<file path="src/rtl/gbb_pkg.sv">
`timescale 1ns / 1ps
`default_nettype none

package gbb_pkg;

   // field widths
   localparam int COORD_W     = 11;
   localparam int DIM_W       = 8;
   localparam int SLANT_W     = 7;
   localparam int COLOR_W     = 8;
   localparam int BYTE_W      = 8;
   localparam int PIX_W       = 10;
   localparam int CSR_INDEX_W = 1;
   localparam int CSR_DATA_W  = 11;

   // bit walk and divider sizing
   localparam int BIT_IDX_W = $clog2(BYTE_W);
   localparam int DIV_STEPS = DIM_W;
   localparam int DIV_CNT_W = $clog2(DIV_STEPS);
   localparam int SUM_W     = COORD_W + 2;

   // largest clip bound the screen registers can give
   localparam logic [CSR_DATA_W-1:0] CLIP_LIMIT = 11'd1024;

   // register indexes
   localparam logic [CSR_INDEX_W-1:0] CSR_SCREEN_WIDTH  = 1'd0;
   localparam logic [CSR_INDEX_W-1:0] CSR_SCREEN_HEIGHT = 1'd1;

   // reset values of the screen registers
   localparam logic [CSR_DATA_W-1:0] SCREEN_WIDTH_RST  = 11'd280;
   localparam logic [CSR_DATA_W-1:0] SCREEN_HEIGHT_RST = 11'd240;

   typedef enum logic {
      CMD_START,
      CMD_BYTE
   } cmd_kind_type;

   typedef struct packed {
      cmd_kind_type               kind;
      logic signed [COORD_W-1:0]  glyph_x;
      logic signed [COORD_W-1:0]  glyph_y;
      logic [DIM_W-1:0]           width;
      logic [DIM_W-1:0]           height;
      logic [SLANT_W-1:0]         slant;
      logic [COLOR_W-1:0]         color;
      logic [BYTE_W-1:0]          data;
   } cmd_type;

   typedef struct packed {
      logic full;
      logic empty;
   } qstat_type;

   typedef struct packed {
      logic [CSR_DATA_W-1:0] width;
      logic [CSR_DATA_W-1:0] height;
   } screen_cfg_type;

   typedef struct packed {
      logic               start;
      logic [DIM_W-1:0]   dividend;
      logic [SLANT_W-1:0] divisor;
   } div_req_type;

   typedef struct packed {
      logic               done;
      logic [DIM_W-1:0]   quotient;
      logic [SLANT_W-1:0] remainder;
   } div_rsp_type;

   typedef struct packed {
      logic [PIX_W-1:0]   x;
      logic [PIX_W-1:0]   y;
      logic [COLOR_W-1:0] color;
   } pixel_type;

   typedef enum logic [1:0] {
      BK_IDLE,
      BK_DIVIDE,
      BK_BITS,
      BK_FLUSH
   } back_state_type;

   typedef struct packed {
      back_state_type   state;
      logic             pend_valid;
      logic [DIM_W-1:0] row;
      logic [DIM_W-1:0] height;
   } back_status_type;

endpackage

`default_nettype wire

</file>
<file path="src/rtl/gbb_if.sv">
`timescale 1ns / 1ps
`default_nettype none

// glyph command channel
interface gbb_req_if;
   logic                               valid;
   logic                               ready;
   logic                               mode;
   logic signed [gbb_pkg::COORD_W-1:0] glyph_x;
   logic signed [gbb_pkg::COORD_W-1:0] glyph_y;
   logic [gbb_pkg::DIM_W-1:0]          glyph_width;
   logic [gbb_pkg::DIM_W-1:0]          glyph_height;
   logic [gbb_pkg::SLANT_W-1:0]        slant_divisor;
   logic [gbb_pkg::COLOR_W-1:0]        ink_color;
   logic [gbb_pkg::BYTE_W-1:0]         data_byte;

   modport source (
      output valid, mode, glyph_x, glyph_y, glyph_width, glyph_height,
             slant_divisor, ink_color, data_byte,
      input  ready
   );
   modport sink (
      input  valid, mode, glyph_x, glyph_y, glyph_width, glyph_height,
             slant_divisor, ink_color, data_byte,
      output ready
   );
endinterface

// pixel write channel
interface gbb_rsp_if;
   logic                        valid;
   logic                        ready;
   logic [gbb_pkg::PIX_W-1:0]   pixel_x;
   logic [gbb_pkg::PIX_W-1:0]   pixel_y;
   logic [gbb_pkg::COLOR_W-1:0] pixel_color;
   logic                        last;

   modport source (
      output valid, pixel_x, pixel_y, pixel_color, last,
      input  ready
   );
   modport sink (
      input  valid, pixel_x, pixel_y, pixel_color, last,
      output ready
   );
endinterface

`default_nettype wire

</file>
<file path="src/rtl/gbb_front.sv">
`timescale 1ns / 1ps
`default_nettype none

module gbb_front (
   input  logic               clock,
   input  logic               reset,
   gbb_req_if.sink            req_if,
   input  gbb_pkg::qstat_type q_stat,
   output logic               q_push,
   output gbb_pkg::cmd_type   q_data
);
   import gbb_pkg::*;

   logic    hold_valid_ff, hold_valid_in;
   cmd_type hold_ff, hold_in;
   cmd_type decoded;
   logic    accept;

   // classify the incoming transaction
   always_comb begin
      decoded.kind    = req_if.mode ? CMD_BYTE : CMD_START;
      decoded.glyph_x = req_if.glyph_x;
      decoded.glyph_y = req_if.glyph_y;
      decoded.width   = req_if.glyph_width;
      decoded.height  = req_if.glyph_height;
      decoded.slant   = req_if.slant_divisor;
      decoded.color   = req_if.ink_color;
      decoded.data    = req_if.data_byte;
   end

   // holding stage in front of the queue
   assign req_if.ready = !hold_valid_ff || !q_stat.full;
   assign accept       = req_if.valid && req_if.ready;
   assign q_push       = hold_valid_ff && !q_stat.full;
   assign q_data       = hold_ff;

   always_comb begin
      hold_valid_in = hold_valid_ff;
      hold_in       = hold_ff;
      if (accept) begin
         hold_valid_in = 1'b1;
         hold_in       = decoded;
      end else if (q_push) begin
         hold_valid_in = 1'b0;
      end
   end

   always_ff @(posedge clock) begin
      if (reset) begin
         hold_valid_ff <= 1'b0;
      end else begin
         hold_valid_ff <= hold_valid_in;
      end
      hold_ff <= hold_in;
   end

endmodule

`default_nettype wire

</file>
<file path="src/rtl/gbb_fifo.sv">
`timescale 1ns / 1ps
`default_nettype none

module gbb_fifo #(
   parameter int DEPTH = 2
) (
   input  logic                clock,
   input  logic                reset,
   input  logic                push,
   input  gbb_pkg::cmd_type    push_data,
   input  logic                pop,
   output gbb_pkg::cmd_type    pop_data,
   output gbb_pkg::qstat_type  stat
);
   import gbb_pkg::*;

   localparam int PTR_W = (DEPTH > 1) ? $clog2(DEPTH) : 1;
   localparam int CNT_W = $clog2(DEPTH + 1);

   cmd_type          slot_ff [DEPTH];
   logic [PTR_W-1:0] wr_ptr_ff, wr_ptr_in;
   logic [PTR_W-1:0] rd_ptr_ff, rd_ptr_in;
   logic [CNT_W-1:0] count_ff, count_in;

   assign stat.full  = (count_ff == CNT_W'(DEPTH));
   assign stat.empty = (count_ff == '0);
   assign pop_data   = slot_ff[rd_ptr_ff];

   // pointer wrap and fill count
   always_comb begin
      wr_ptr_in = wr_ptr_ff;
      rd_ptr_in = rd_ptr_ff;
      if (push) begin
         wr_ptr_in = (wr_ptr_ff == PTR_W'(DEPTH - 1)) ? '0 : wr_ptr_ff + 1'b1;
      end
      if (pop) begin
         rd_ptr_in = (rd_ptr_ff == PTR_W'(DEPTH - 1)) ? '0 : rd_ptr_ff + 1'b1;
      end
      unique case ({push, pop})
         2'b10:   count_in = count_ff + 1'b1;
         2'b01:   count_in = count_ff - 1'b1;
         default: count_in = count_ff;
      endcase
   end

   always_ff @(posedge clock) begin
      if (reset) begin
         wr_ptr_ff <= '0;
         rd_ptr_ff <= '0;
         count_ff  <= '0;
      end else begin
         wr_ptr_ff <= wr_ptr_in;
         rd_ptr_ff <= rd_ptr_in;
         count_ff  <= count_in;
      end
      if (push) begin
         slot_ff[wr_ptr_ff] <= push_data;
      end
   end

endmodule

`default_nettype wire

</file>
<file path="src/rtl/gbb_div.sv">
`timescale 1ns / 1ps
`default_nettype none

module gbb_div (
   input  logic                 clock,
   input  logic                 reset,
   input  gbb_pkg::div_req_type div_req,
   output gbb_pkg::div_rsp_type div_rsp
);
   import gbb_pkg::*;

   logic                 busy_ff, busy_in;
   logic                 done_ff, done_in;
   logic [DIV_CNT_W-1:0] cnt_ff, cnt_in;
   logic [DIM_W-1:0]     dvd_ff, dvd_in;
   logic [SLANT_W-1:0]   rem_ff, rem_in;
   logic [SLANT_W-1:0]   dsr_ff, dsr_in;
   logic [SLANT_W:0]     trial;
   logic [SLANT_W:0]     diff;
   logic                 ge;

   // one restoring step per cycle, quotient bits shift in behind the dividend
   always_comb begin
      trial = {rem_ff, dvd_ff[DIM_W-1]};
      diff  = trial - {1'b0, dsr_ff};
      ge    = (trial >= {1'b0, dsr_ff});

      busy_in = busy_ff;
      done_in = 1'b0;
      cnt_in  = cnt_ff;
      dvd_in  = dvd_ff;
      rem_in  = rem_ff;
      dsr_in  = dsr_ff;
      if (div_req.start) begin
         busy_in = 1'b1;
         cnt_in  = '0;
         dvd_in  = div_req.dividend;
         rem_in  = '0;
         dsr_in  = div_req.divisor;
      end else if (busy_ff) begin
         dvd_in = {dvd_ff[DIM_W-2:0], ge};
         rem_in = ge ? diff[SLANT_W-1:0] : trial[SLANT_W-1:0];
         cnt_in = cnt_ff + 1'b1;
         if (cnt_ff == DIV_CNT_W'(DIV_STEPS - 1)) begin
            busy_in = 1'b0;
            done_in = 1'b1;
         end
      end
   end

   always_ff @(posedge clock) begin
      if (reset) begin
         busy_ff <= 1'b0;
         done_ff <= 1'b0;
         cnt_ff  <= '0;
      end else begin
         busy_ff <= busy_in;
         done_ff <= done_in;
         cnt_ff  <= cnt_in;
      end
      dvd_ff <= dvd_in;
      rem_ff <= rem_in;
      dsr_ff <= dsr_in;
   end

   assign div_rsp.done      = done_ff;
   assign div_rsp.quotient  = dvd_ff;
   assign div_rsp.remainder = rem_ff;

endmodule

`default_nettype wire

</file>
<file path="src/rtl/gbb_back.sv">
`timescale 1ns / 1ps
`default_nettype none

module gbb_back (
   input  logic                     clock,
   input  logic                     reset,
   input  gbb_pkg::screen_cfg_type  cfg,
   input  gbb_pkg::cmd_type         q_head,
   input  gbb_pkg::qstat_type       q_stat,
   output logic                     q_pop,
   output gbb_pkg::div_req_type     div_req,
   input  gbb_pkg::div_rsp_type     div_rsp,
   gbb_rsp_if.source                rsp_if,
   output gbb_pkg::back_status_type status
);
   import gbb_pkg::*;

   back_state_type state_ff, state_in;

   // glyph context
   logic signed [COORD_W-1:0] origin_x_ff, origin_x_in;
   logic signed [COORD_W-1:0] origin_y_ff, origin_y_in;
   logic [DIM_W-1:0]          width_ff, width_in;
   logic [DIM_W-1:0]          height_ff, height_in;
   logic [SLANT_W-1:0]        slant_ff, slant_in;
   logic [COLOR_W-1:0]        color_ff, color_in;
   logic [DIM_W-1:0]          row_ff, row_in;
   logic [DIM_W-1:0]          col_ff, col_in;

   // slant shift kept as quotient and remainder of (height - row) / slant
   logic [DIM_W-1:0]          shift_ff, shift_in;
   logic [SLANT_W-1:0]        rem_ff, rem_in;

   // byte walk
   logic [BYTE_W-1:0]         byte_ff, byte_in;
   logic [BIT_IDX_W-1:0]      k_ff, k_in;

   // pixel held until it is known whether another one follows in the byte
   logic                      pend_valid_ff, pend_valid_in;
   pixel_type                 pend_ff, pend_in;

   // output register
   logic                      out_valid_ff, out_valid_in;
   pixel_type                 out_pix_ff, out_pix_in;
   logic                      out_last_ff, out_last_in;

   logic [CSR_DATA_W-1:0]     xmax, ymax;
   logic [SUM_W-1:0]          sum_x, sum_y;
   logic                      visible;
   logic                      hit;
   logic                      can_push;
   logic                      push;
   pixel_type                 push_pix;
   logic                      push_last;
   pixel_type                 cur_pix;

   // clip bounds and screen position of the current bit
   always_comb begin
      xmax  = (cfg.width > CLIP_LIMIT) ? CLIP_LIMIT : cfg.width;
      ymax  = (cfg.height > CLIP_LIMIT) ? CLIP_LIMIT : cfg.height;
      sum_x = {{2{origin_x_ff[COORD_W-1]}}, origin_x_ff}
            + {{(SUM_W - DIM_W){1'b0}}, shift_ff}
            + {{(SUM_W - DIM_W){1'b0}}, col_ff};
      sum_y = {{2{origin_y_ff[COORD_W-1]}}, origin_y_ff}
            + {{(SUM_W - DIM_W){1'b0}}, row_ff};
      visible = !sum_x[SUM_W-1] && (sum_x < {2'b00, xmax})
             && !sum_y[SUM_W-1] && (sum_y < {2'b00, ymax});
      hit           = byte_ff[k_ff] && visible;
      cur_pix.x     = sum_x[PIX_W-1:0];
      cur_pix.y     = sum_y[PIX_W-1:0];
      cur_pix.color = color_ff;
   end

   assign can_push = !out_valid_ff || rsp_if.ready;

   // sequencer
   always_comb begin
      state_in      = state_ff;
      origin_x_in   = origin_x_ff;
      origin_y_in   = origin_y_ff;
      width_in      = width_ff;
      height_in     = height_ff;
      slant_in      = slant_ff;
      color_in      = color_ff;
      row_in        = row_ff;
      col_in        = col_ff;
      shift_in      = shift_ff;
      rem_in        = rem_ff;
      byte_in       = byte_ff;
      k_in          = k_ff;
      pend_valid_in = pend_valid_ff;
      pend_in       = pend_ff;
      q_pop         = 1'b0;
      push          = 1'b0;
      push_pix      = pend_ff;
      push_last     = 1'b0;
      div_req.start    = 1'b0;
      div_req.dividend = q_head.height;
      div_req.divisor  = q_head.slant;

      unique case (state_ff)
         BK_IDLE: begin
            if (!q_stat.empty) begin
               q_pop = 1'b1;
               unique case (q_head.kind)
                  CMD_START: begin
                     origin_x_in = q_head.glyph_x;
                     origin_y_in = q_head.glyph_y;
                     width_in    = q_head.width;
                     height_in   = q_head.height;
                     slant_in    = q_head.slant;
                     color_in    = q_head.color;
                     row_in      = '0;
                     col_in      = '0;
                     shift_in    = '0;
                     rem_in      = '0;
                     if (q_head.slant != '0) begin
                        div_req.start = 1'b1;
                        state_in      = BK_DIVIDE;
                     end
                  end
                  CMD_BYTE: begin
                     // empty glyph: the byte is dropped without touching state
                     if (width_ff != '0 && height_ff != '0) begin
                        byte_in  = q_head.data;
                        k_in     = '0;
                        state_in = BK_BITS;
                     end
                  end
                  default: ;
               endcase
            end
         end

         BK_DIVIDE: begin
            if (div_rsp.done) begin
               shift_in = div_rsp.quotient;
               rem_in   = div_rsp.remainder;
               state_in = BK_IDLE;
            end
         end

         BK_BITS: begin
            if (row_ff >= height_ff) begin
               // past the glyph: rest of the byte is ignored
               state_in = BK_FLUSH;
            end else if (!(hit && pend_valid_ff && !can_push)) begin
               if (hit) begin
                  if (pend_valid_ff) begin
                     push     = 1'b1;
                     push_pix = pend_ff;
                  end
                  pend_valid_in = 1'b1;
                  pend_in       = cur_pix;
               end
               // advance bit position, stepping the shift down at row ends
               if (col_ff == width_ff - 1'b1) begin
                  col_in = '0;
                  row_in = row_ff + 1'b1;
                  if (slant_ff != '0) begin
                     if (rem_ff == '0) begin
                        shift_in = shift_ff - 1'b1;
                        rem_in   = slant_ff - 1'b1;
                     end else begin
                        rem_in = rem_ff - 1'b1;
                     end
                  end
               end else begin
                  col_in = col_ff + 1'b1;
               end
               if (k_ff == BIT_IDX_W'(BYTE_W - 1)) begin
                  state_in = BK_FLUSH;
               end else begin
                  k_in = k_ff + 1'b1;
               end
            end
         end

         BK_FLUSH: begin
            if (!pend_valid_ff) begin
               state_in = BK_IDLE;
            end else if (can_push) begin
               push          = 1'b1;
               push_pix      = pend_ff;
               push_last     = 1'b1;
               pend_valid_in = 1'b0;
               state_in      = BK_IDLE;
            end
         end

         default: state_in = BK_IDLE;
      endcase
   end

   // output register
   always_comb begin
      out_valid_in = out_valid_ff && !rsp_if.ready;
      out_pix_in   = out_pix_ff;
      out_last_in  = out_last_ff;
      if (push) begin
         out_valid_in = 1'b1;
         out_pix_in   = push_pix;
         out_last_in  = push_last;
      end
   end

   always_ff @(posedge clock) begin
      if (reset) begin
         state_ff      <= BK_IDLE;
         origin_x_ff   <= '0;
         origin_y_ff   <= '0;
         width_ff      <= '0;
         height_ff     <= '0;
         slant_ff      <= '0;
         color_ff      <= '0;
         row_ff        <= '0;
         col_ff        <= '0;
         shift_ff      <= '0;
         rem_ff        <= '0;
         pend_valid_ff <= 1'b0;
         out_valid_ff  <= 1'b0;
      end else begin
         state_ff      <= state_in;
         origin_x_ff   <= origin_x_in;
         origin_y_ff   <= origin_y_in;
         width_ff      <= width_in;
         height_ff     <= height_in;
         slant_ff      <= slant_in;
         color_ff      <= color_in;
         row_ff        <= row_in;
         col_ff        <= col_in;
         shift_ff      <= shift_in;
         rem_ff        <= rem_in;
         pend_valid_ff <= pend_valid_in;
         out_valid_ff  <= out_valid_in;
      end
      byte_ff     <= byte_in;
      k_ff        <= k_in;
      pend_ff     <= pend_in;
      out_pix_ff  <= out_pix_in;
      out_last_ff <= out_last_in;
   end

   assign rsp_if.valid       = out_valid_ff;
   assign rsp_if.pixel_x     = out_pix_ff.x;
   assign rsp_if.pixel_y     = out_pix_ff.y;
   assign rsp_if.pixel_color = out_pix_ff.color;
   assign rsp_if.last        = out_last_ff;

   assign status.state      = state_ff;
   assign status.pend_valid = pend_valid_ff;
   assign status.row        = row_ff;
   assign status.height     = height_ff;

endmodule

`default_nettype wire

</file>
<file path="src/rtl/glyph_bitmap_blitter.sv">
`timescale 1ns / 1ps
`default_nettype none

// Glyph bitmap blitter: a start transaction (mode 0) latches origin, size, slant
// divisor and ink color; each following byte transaction (mode 1) is walked
// least significant bit first, one bit per cycle unless the output stalls, and
// every set bit that lands inside the screen leaves as one pixel write, the
// final write of a byte marked with last. A byte transaction is taken from the
// queue, walked bit by bit (ending early once the glyph height is used up), and
// then its held final pixel is released; an output stall holds the walk and the
// release. With a slant, a start transaction waits on the eight-step serial
// divider that finds the initial italic shift. The front stage and a QUEUE_DEPTH
// entry command queue keep accepting transactions while the back end works.
// Screen size registers are to be written through the csr port only while the
// block is idle; the block itself does not enforce this.
module glyph_bitmap_blitter #(
   parameter int QUEUE_DEPTH = 2
) (
   input  logic                               clock,
   input  logic                               reset,
   gbb_req_if.sink                            req_if,
   gbb_rsp_if.source                          rsp_if,
   input  logic                               csr_we,
   input  logic [gbb_pkg::CSR_INDEX_W-1:0]    csr_index,
   input  logic [gbb_pkg::CSR_DATA_W-1:0]     csr_wdata
);
   import gbb_pkg::*;

   logic [CSR_DATA_W-1:0] screen_width_ff, screen_width_in;
   logic [CSR_DATA_W-1:0] screen_height_ff, screen_height_in;
   screen_cfg_type        cfg;
   logic                  q_push;
   logic                  q_pop;
   cmd_type               q_in_data;
   cmd_type               q_head;
   qstat_type             q_stat;
   div_req_type           div_req;
   div_rsp_type           div_rsp;
   back_status_type       status;

   // screen size registers
   always_comb begin
      screen_width_in  = screen_width_ff;
      screen_height_in = screen_height_ff;
      if (csr_we && csr_index == CSR_SCREEN_WIDTH) begin
         screen_width_in = csr_wdata;
      end
      if (csr_we && csr_index == CSR_SCREEN_HEIGHT) begin
         screen_height_in = csr_wdata;
      end
   end

   always_ff @(posedge clock) begin
      if (reset) begin
         screen_width_ff  <= SCREEN_WIDTH_RST;
         screen_height_ff <= SCREEN_HEIGHT_RST;
      end else begin
         screen_width_ff  <= screen_width_in;
         screen_height_ff <= screen_height_in;
      end
   end

   assign cfg.width  = screen_width_ff;
   assign cfg.height = screen_height_ff;

   gbb_front u_front (
      .clock  (clock),
      .reset  (reset),
      .req_if (req_if),
      .q_stat (q_stat),
      .q_push (q_push),
      .q_data (q_in_data)
   );

   gbb_fifo #(
      .DEPTH (QUEUE_DEPTH)
   ) u_fifo (
      .clock     (clock),
      .reset     (reset),
      .push      (q_push),
      .push_data (q_in_data),
      .pop       (q_pop),
      .pop_data  (q_head),
      .stat      (q_stat)
   );

   gbb_div u_div (
      .clock   (clock),
      .reset   (reset),
      .div_req (div_req),
      .div_rsp (div_rsp)
   );

   gbb_back u_back (
      .clock   (clock),
      .reset   (reset),
      .cfg     (cfg),
      .q_head  (q_head),
      .q_stat  (q_stat),
      .q_pop   (q_pop),
      .div_req (div_req),
      .div_rsp (div_rsp),
      .rsp_if  (rsp_if),
      .status  (status)
   );

   // bit walk never runs past the glyph height
   a_row_bound: assert property (@(posedge clock) disable iff (reset)
      status.row <= status.height)
      else $error("bit row beyond glyph height");

   // a held pixel is always released before the next command is taken
   a_idle_no_pend: assert property (@(posedge clock) disable iff (reset)
      (status.state == BK_IDLE) |-> !status.pend_valid)
      else $error("pixel still held while idle");

   // queue flags are consistent
   a_queue_flags: assert property (@(posedge clock) disable iff (reset)
      !(q_stat.full && q_stat.empty))
      else $error("queue full and empty at once");

   // nothing is popped from an empty queue
   a_pop_nonempty: assert property (@(posedge clock) disable iff (reset)
      q_pop |-> !q_stat.empty)
      else $error("pop from empty queue");

endmodule

`default_nettype wire

</file>
<file path="src/flat_wrapper.sv">
// flat-port wrapper written by rule: the top's interface ports become plain ports
module glyph_bitmap_blitter_flat import gbb_pkg::*;
#(
   parameter int QUEUE_DEPTH = 2
)
  (clock, reset, csr_we, csr_index, csr_wdata, req_if_valid, req_if_mode, req_if_glyph_x, req_if_glyph_y, req_if_glyph_width, req_if_glyph_height, req_if_slant_divisor, req_if_ink_color, req_if_data_byte, req_if_ready, rsp_if_valid, rsp_if_pixel_x, rsp_if_pixel_y, rsp_if_pixel_color, rsp_if_last, rsp_if_ready);
  gbb_req_if req_if_i ();
  gbb_rsp_if rsp_if_i ();
  input  logic clock;
  input  logic reset;
  input  logic csr_we;
  input  logic [gbb_pkg::CSR_INDEX_W-1:0] csr_index;
  input  logic [gbb_pkg::CSR_DATA_W-1:0] csr_wdata;
  input wire logic [$bits(req_if_i.valid)-1:0] req_if_valid;
  input wire logic [$bits(req_if_i.mode)-1:0] req_if_mode;
  input wire logic [$bits(req_if_i.glyph_x)-1:0] req_if_glyph_x;
  input wire logic [$bits(req_if_i.glyph_y)-1:0] req_if_glyph_y;
  input wire logic [$bits(req_if_i.glyph_width)-1:0] req_if_glyph_width;
  input wire logic [$bits(req_if_i.glyph_height)-1:0] req_if_glyph_height;
  input wire logic [$bits(req_if_i.slant_divisor)-1:0] req_if_slant_divisor;
  input wire logic [$bits(req_if_i.ink_color)-1:0] req_if_ink_color;
  input wire logic [$bits(req_if_i.data_byte)-1:0] req_if_data_byte;
  output wire logic [$bits(req_if_i.ready)-1:0] req_if_ready;
  output wire logic [$bits(rsp_if_i.valid)-1:0] rsp_if_valid;
  output wire logic [$bits(rsp_if_i.pixel_x)-1:0] rsp_if_pixel_x;
  output wire logic [$bits(rsp_if_i.pixel_y)-1:0] rsp_if_pixel_y;
  output wire logic [$bits(rsp_if_i.pixel_color)-1:0] rsp_if_pixel_color;
  output wire logic [$bits(rsp_if_i.last)-1:0] rsp_if_last;
  input wire logic [$bits(rsp_if_i.ready)-1:0] rsp_if_ready;
  assign req_if_i.valid = req_if_valid;
  assign req_if_i.mode = req_if_mode;
  assign req_if_i.glyph_x = req_if_glyph_x;
  assign req_if_i.glyph_y = req_if_glyph_y;
  assign req_if_i.glyph_width = req_if_glyph_width;
  assign req_if_i.glyph_height = req_if_glyph_height;
  assign req_if_i.slant_divisor = req_if_slant_divisor;
  assign req_if_i.ink_color = req_if_ink_color;
  assign req_if_i.data_byte = req_if_data_byte;
  assign req_if_ready = req_if_i.ready;
  assign rsp_if_valid = rsp_if_i.valid;
  assign rsp_if_pixel_x = rsp_if_i.pixel_x;
  assign rsp_if_pixel_y = rsp_if_i.pixel_y;
  assign rsp_if_pixel_color = rsp_if_i.pixel_color;
  assign rsp_if_last = rsp_if_i.last;
  assign rsp_if_i.ready = rsp_if_ready;
  glyph_bitmap_blitter #(.QUEUE_DEPTH(QUEUE_DEPTH)) u_core (.clock(clock), .reset(reset), .req_if(req_if_i), .rsp_if(rsp_if_i), .csr_we(csr_we), .csr_index(csr_index), .csr_wdata(csr_wdata));
endmodule
</file>
<file path="config.mk">
export PLATFORM = sky130hd
export DESIGN_NAME = glyph_bitmap_blitter_flat
export DESIGN_NICKNAME = d
export VERILOG_FILES = /design/src/rtl/gbb_pkg.sv /design/src/rtl/gbb_if.sv /design/src/rtl/gbb_front.sv /design/src/rtl/gbb_fifo.sv /design/src/rtl/gbb_div.sv /design/src/rtl/gbb_back.sv /design/src/rtl/glyph_bitmap_blitter.sv /design/src/flat_wrapper.sv
export SDC_FILE = /design/constraint.sdc
export NUM_CORES = 1
export LEC_CHECK = 0
export BUFFER_PORTS_ARGS = -buffer_cell sky130_fd_sc_hd__buf_2
export CORE_MARGIN = 10
export CORE_UTILIZATION = 40
export CTS_CLUSTER_DIAMETER = 30
export DETAILED_ROUTE_END_ITERATION = 8
export SLEW_MARGIN = 20
export SYNTH_ARGS = -nofsm -noshare
export SYNTH_HDL_FRONTEND = slang
export SYNTH_HIERARCHICAL = 1
export SYNTH_SLANG_ARGS = --single-unit
</file>
<file path="constraint.sdc">
create_clock -name clock -period 10.6 [get_ports clock]
set_input_delay 1.06 -clock clock [delete_from_list [all_inputs] [get_ports clock]]
set_output_delay 1.06 -clock clock [all_outputs]
set_load 0.02 [all_outputs]
</file>
# --- Word level (Yosys, flattened, before mapping) ---
# Memory sizes are Yosys's and may differ from the RTL's. A register that Yosys moved wholly into a read port is not among the register bits.
# Index checks and enable logic that the tools add are counted.
word_totals:
  latch_bits: 0
  mem_bits_ro: 0
  out_inout_bits: 31
  memories: 1
  mem_bits_rw: 124
  wordCells: 229
  ff_bits: 272
  input_bits: 79
memory_table:
  columns: ["memory", "words", "word_bits", "rd", "rd_clocked_by_memory_dff", "write_ports", "line", "text"]
  rows:
  - ["u_core.u_fifo.slot_ff", 2, 62, 1, 1, 1, "gbb_fifo.sv:20", "cmd_type slot_ff [DEPTH];"]
classes:
  n_shift: 0
  n_div: 0
  n_reduce_logical: 46
  muxes: 85
  n_lt_le_gt_ge: 7
  eq_ne: 26
  multipliers: 0
  add_sub_neg: 16
  bitwise_logic: 6
op_table:
  columns: ["op", "n"]
  rows:
  - ["2-to-1 mux 8 bit", 16]
  - ["2-to-1 mux 7 bit", 9]
  - ["2-to-1 mux 1 bit", 32]
  - ["one-hot mux 8 bit (2 select lines)", 2]
  - ["less-than comparator 13 x 11 -> 1 bit", 2]
  - ["adder 11 x 9 -> 12 bit", 2]
  - ["one-hot mux 8 bit (3 select lines)", 1]
  - ["greater-than comparator 11 bit (second input constant)", 2]
  - ["2-to-1 mux 11 bit", 2]
  - ["!= test 2 bit (second input constant)", 11]
  - ["one-hot mux 7 bit (3 select lines)", 1]
  - ["2-to-1 mux 2 bit", 9]
  - ["2-to-1 mux 3 bit", 6]
  - ["adder 8 x 1 -> 8 bit (second input constant)", 2]
  - ["nonzero test 8 bit", 2]
  - ["subtractor 8 x 1 -> 8 bit (second input constant)", 2]
  - ["!= test 3 bit (second input constant)", 5]
  - ["AND reduction 7 bit", 2]
  - ["nonzero test 7 bit", 2]
  - ["subtractor 7 x 1 -> 7 bit (second input constant)", 2]
  - ["adder 12 x 9 -> 13 bit", 1]
  - ["logical AND 1 bit", 12]
  - ["AND reduction 4 bit", 3]
  - ["nonzero test 2 bit", 5]
  - ["31 further kinds", 53]

# --- Depth between registers and ports, before layout ---
depth:
  word_depth: 13
  depth_mapped: 20
  depth_no_buf: 19

# --- Cells and area by module ---
# The synthesis kept the hierarchy.
by_module_without_submodules:
  columns: ["module", "area_per_inst_um2", "cells_each", "seq_area_each_um2", "instances"]
  rows:
  - ["gbb_back", 8336.7, 881, 3803.6, 1]
  - ["gbb_fifo", 4662.0, 215, 3823.7, 1]
  - ["gbb_front", 1909.3, 68, 1881.8, 1]
  - ["gbb_div", 1595.3, 149, 690.7, 1]
  - ["glyph_bitmap_blitter", 920.9, 88, 440.4, 1]

# --- Least setup slack after synthesis ---
# No wires, ideal clock.
synth_path:
  path_kind: "register -> register"
  from: "reg u_core.u_back.col_ff[1]"
  to: "reg u_core/u_back/pend_ff[0] in the netlist's numbering (enable)"
  period_less_slack_ns: 5.776
  t_arrival_ns: 5.360
  required_time_ns: 10.184
  path_slack_ns: 4.824
  n_path_buf: 0
  setup_ns: 0.416
  stages_incl_launch_ff: 18
  path_cell_list: "dfxtp_1 inv_1 fa_1 inv_1 ha_1 fa_1 a211oi_1 nor2_1 o21a_1 nor2_1 xnor2_1 ha_1 nand4_1 nor2_1 a221o_1 a221o_1 nor4_1 nor2b_1"
synth_via:
  elab_chain_cells: 10
  word_cells_on_any_way: 11
  cone_classes: "add/sub (1); order compare (1); bitwise (1); reduce/logical (8)"
synth_rtl:
  columns: ["item", "line", "text"]
  rows:
  - ["start, declared", "gbb_back.sv:28", "logic [DIM_W-1:0] col_ff, col_in;"]
  - ["start signal, assigned", "gbb_back.sv:231", "col_ff <= col_in;"]
  - ["adder 12 x 9 -> 13 bit *", "gbb_back.sv:63", "+ {{(SUM_W - DIM_W){1'b0}}, col_ff};"]
  - ["named net u_core.u_back.sum_x[7]", "gbb_back.sv:48", "logic [SUM_W-1:0] sum_x, sum_y;"]
  - ["less-than comparator 13 x 11 -> 1 bit *", "gbb_back.sv:66", "visible = !sum_x[SUM_W-1] && (sum_x < {2'b00, xmax})"]
  - ["logical AND 1 bit *", "gbb_back.sv:66", null]
  - ["logical AND 1 bit * (2 in a row)", "gbb_back.sv:67", "&& !sum_y[SUM_W-1] && (sum_y < {2'b00, ymax});"]
  - ["logical AND 1 bit *", "gbb_back.sv:68", "hit = byte_ff[k_ff] && visible;"]
  - ["logical AND 1 bit (2 in a row)", "gbb_back.sv:147", "end else if (!(hit && pend_valid_ff && !can_push)) begin"]
  - ["NOT 1 bit (no line)", null, null]
  - ["AND reduction 4 bit (no line) *", null, null]
  - ["end signal, assigned", "gbb_back.sv:239", "pend_ff <= pend_in;"]
  - ["end, declared", "gbb_back.sv:40", "pixel_type pend_ff, pend_in;"]
# Mark *: on every way through the listed nets, which the timed path passes. The rest lies on a longest branch.
# A chain may end at the register's enable or synchronous reset.

# --- Worst setup path in the final report ---
layout_path:
  from: "reg u_core.u_back.col_ff[1]"
  to: "reg u_core/u_back/pend_ff[9] in the netlist's numbering (enable)"
# The elaborated chain is that of the path after synthesis.

==> results.json <==
{
  "dp_cells": 2033,
  "grt_max_degree": 84,
  "grt_util_all_layers_pct": 14.7,
  "worstReg2RegEnd": "u_core/u_back/pend_ff[9]",
  "cts_hold_buf": 0,
  "num_vias": 11200,
  "relSlewSlack_pct": 31.3,
  "firstDrtPassIters": 7,
  "start_kind": "register",
  "r2r_start": "u_core/u_back/col_ff[1]",
  "r2r_slack_ns": 4.58,
  "cts_resized": 0,
  "die_w_um": 229,
  "ys_warn_count": 6,
  "r2r_cells": 18,
  "ios": 110,
  "cp_max_fo": 20,
  "numCtsBuffers": 90,
  "synthToLayoutAreaGrowth_pct": 22.8,
  "drv_cap": 0,
  "wl_um": 38900,
  "power.internal_w": 0.00420,
  "drt_iter0_drc": 772,
  "final_nets": 1696,
  "postSynthCellCount": 1400,
  "diodes": 0,
  "drive_gt1_share_pct": 23.1,
  "die_h_um": 229,
  "leakage_nw": 8.04,
  "die_area_um2": 52300,
  "switching_share_pct": 28.5,
  "cp-end-kind": "register",
  "cts_tree": "yes",
  "antenna_found_initial": 0,
  "fin_setup_tns_ns": 0,
  "clock_skew_ns": 0.0225,
  "hp-start": "u_core/u_back/pend_ff[21]",
  "cts_max_level": 3,
  "root_buffer": "clkbuf_16",
  "postCtsSetupRepairBufs": 0,
  "ant_nets": 0,
  "sequentialPowerShare_pct": 34.4,
  "grt_pass1_vias": 11300,
  "power.switching_w": 0.00167,
  "hpwl_um": 26300,
  "p_comb_share_pct": 20.8,
  "required_ns": 10.85,
  "hold_viol": 0,
  "route.detailed.drc": 0,
  "fmax_ghz": 0.166,
  "hp-class": "register to register",
  "insertion_delay_ns": 0.59,
  "clk_pin_slew_ns": 0.04,
  "slew_violations": 0,
  "avgRoutedWirePerCell_um": 17.7,
  "syn-cell-area_um2": 17400,
  "fin_crit_ns": 6.02,
  "via_per_inst": 5.09,
  "worstHoldEndpoint": "u_core/u_back/rsp_if.pixel_x[3]",
  "final_cells": 2200,
  "fin_ws_ns": 4.58,
  "pwr-share-clk_pct": 44.9,
  "clock_path_buffers": 3,
  "worst_slew_pin_slew_ns": 1.02,
  "core-area_um2": 43100,
  "syn_nets": 1556,
  "powerDensity_nw_per_um2": 275,
  "grt_pass1_wl_um": 61700,
  "min_path_cells": 0,
  "nFillCells": 3687,
  "io_buffers": 109,
  "gp_congestion": 0.861,
  "status": "complete, no violations",
  "finalSetupViolations": 0,
  "place_ws_ns": 4.65,
  "arrival_ns": 6.27,
  "finalCritPeriodShare_pct": 56.8,
  "rsz0062_at_grt": "false",
  "num_rows": 76,
  "crit_type": "register to register",
  "start_util_pct": 40.4,
  "vdd_drop_max_mv": 0.157,
  "overflow": 0,
  "clock_sinks": 397,
  "syn_area_per_cell_um2": 12.4
}
==> critical path: stages (launching register included) <==
cell	delay [ns]
dfxtp_1	0.42
inv_1	0.09
fa_1	0.51
inv_1	0.04
ha_1	0.23
fa_1	0.43
a211oi_1	0.31
nor2_1	0.12
o21a_1	0.18
nor2_1	0.15
xnor2_1	0.19
ha_1	0.31
nand4_1	0.13
nor2_1	0.06
a221o_1	0.36
a221o_1	0.43
nor4_1	0.73
nor2b_2	0.61
buf_4	0.39
==> cell usage in the layout (no fill, tap or decap), types with 9 or more instances in the layout <==
cell type / count
nand2_1: 202
inv_1: 46
a31oi_1: 12
a211o_1: 13
mux2i_1: 32
fa_1: 11
nand2b_1: 24
a21oi_1: 89
clkinv_1: 12
clkinv_2: 15
xor2_1: 10
nand3_1: 23
mux2_2: 71
o21ai_0: 35
nor3_1: 24
a211oi_1: 9
nor2_1: 47
clkinvlp_4: 11
and3_1: 13
buf_2: 108
buf_4: 12
xnor2_1: 30
o21bai_1: 9
ha_1: 66
edfxtp_1: 269
clkbuf_16: 95
clkbuf_1: 18
or2_2: 9
nor2b_1: 9
dfxtp_1: 127
==> worst max-delay path by stage <==
stage / cells past startpoint / start / to / slack [ns]
2_1_floorplan: 17 / u_core/u_back/col_ff[1] / u_core/u_back/pend_ff[0] / 4.82
3_3_place_gp: 17 / u_core/u_back/col_ff[1] / u_core/u_back/rsp_if.pixel_y[4] / 4.73
3_5_place_dp: 18 / u_core/u_back/col_ff[1] / u_core/u_back/pend_ff[13] / 4.65
4_1_cts: 18 / u_core/u_back/col_ff[1] / u_core/u_back/pend_ff[9] / 4.59
5_1_grt: 18 / u_core/u_back/col_ff[1] / u_core/u_back/pend_ff[9] / 4.26
6_report: 18 / u_core/u_back/col_ff[1] / u_core/u_back/pend_ff[9] / 4.58
==> metrics by stage <==
step,hold WS [ns],total power [W],utilization (%),cell area (um2)
5_1_grt,0.416,0.00617,49.6,21400
2_1_floorplan,0.400,0.00295,-,17400
6_report,0.413,0.00587,49.6,21400
3_3_place_gp,0.404,0.00323,42.7,18400
3_5_place_dp,0.405,0.00325,42.7,18400
4_1_cts,0.412,0.00592,49.6,21400
==> flip-flops by register name (all words and copies together) (netlist names), 11 cells and up, named ones only <==
| register | cells |
|---|---|
| u_core/screen_width_ff | 11 |
| u_core/u_fifo/slot_ff | 124 |
| u_core/screen_height_ff | 11 |
| u_core/u_back/pend_ff | 28 |
| u_core/u_back/origin_x_ff | 11 |
| u_core/u_front/q_data | 62 |
| u_core/u_back/origin_y_ff | 11 |
==> area by class of cell <==
class / count / area [um2] / area share, %
flip-flops and latches: 397 / 10600 / 49.8
multi-input cells: 882 / 6230 / 29.1
well taps: 585 / 732 / 3.42
clock buffers: 121 / 2550 / 11.9
repair buffers: 120 / 631 / 2.95
clock inverters: 46 / 413 / 1.93
inverters: 49 / 184 / 0.860
==> power groups by stage <==
stage	combinational (W)	sequential, W	clock [W]
global placement	0.00119	0.00204	0
CTS	0.00122	0.00202	0.00269
global route	0.00135	0.00204	0.00278
finish	0.00122	0.00202	0.00263
detailed placement	0.00120	0.00204	0
floorplan	0.000974	0.00198	0
==> routing by layer <==
layer / vias to the layer above / share of wire [%] / track usage [%]
met5: - / 0 / 0
met2: 311 / 46 / 22.6
met4: 0 / 2.2 / 5.60
met3: 72 / 5.7 / 3.76
li1: 5430 / - / -
met1: 5378 / 46 / 19.5
Power figures use the tool's default switching activity.
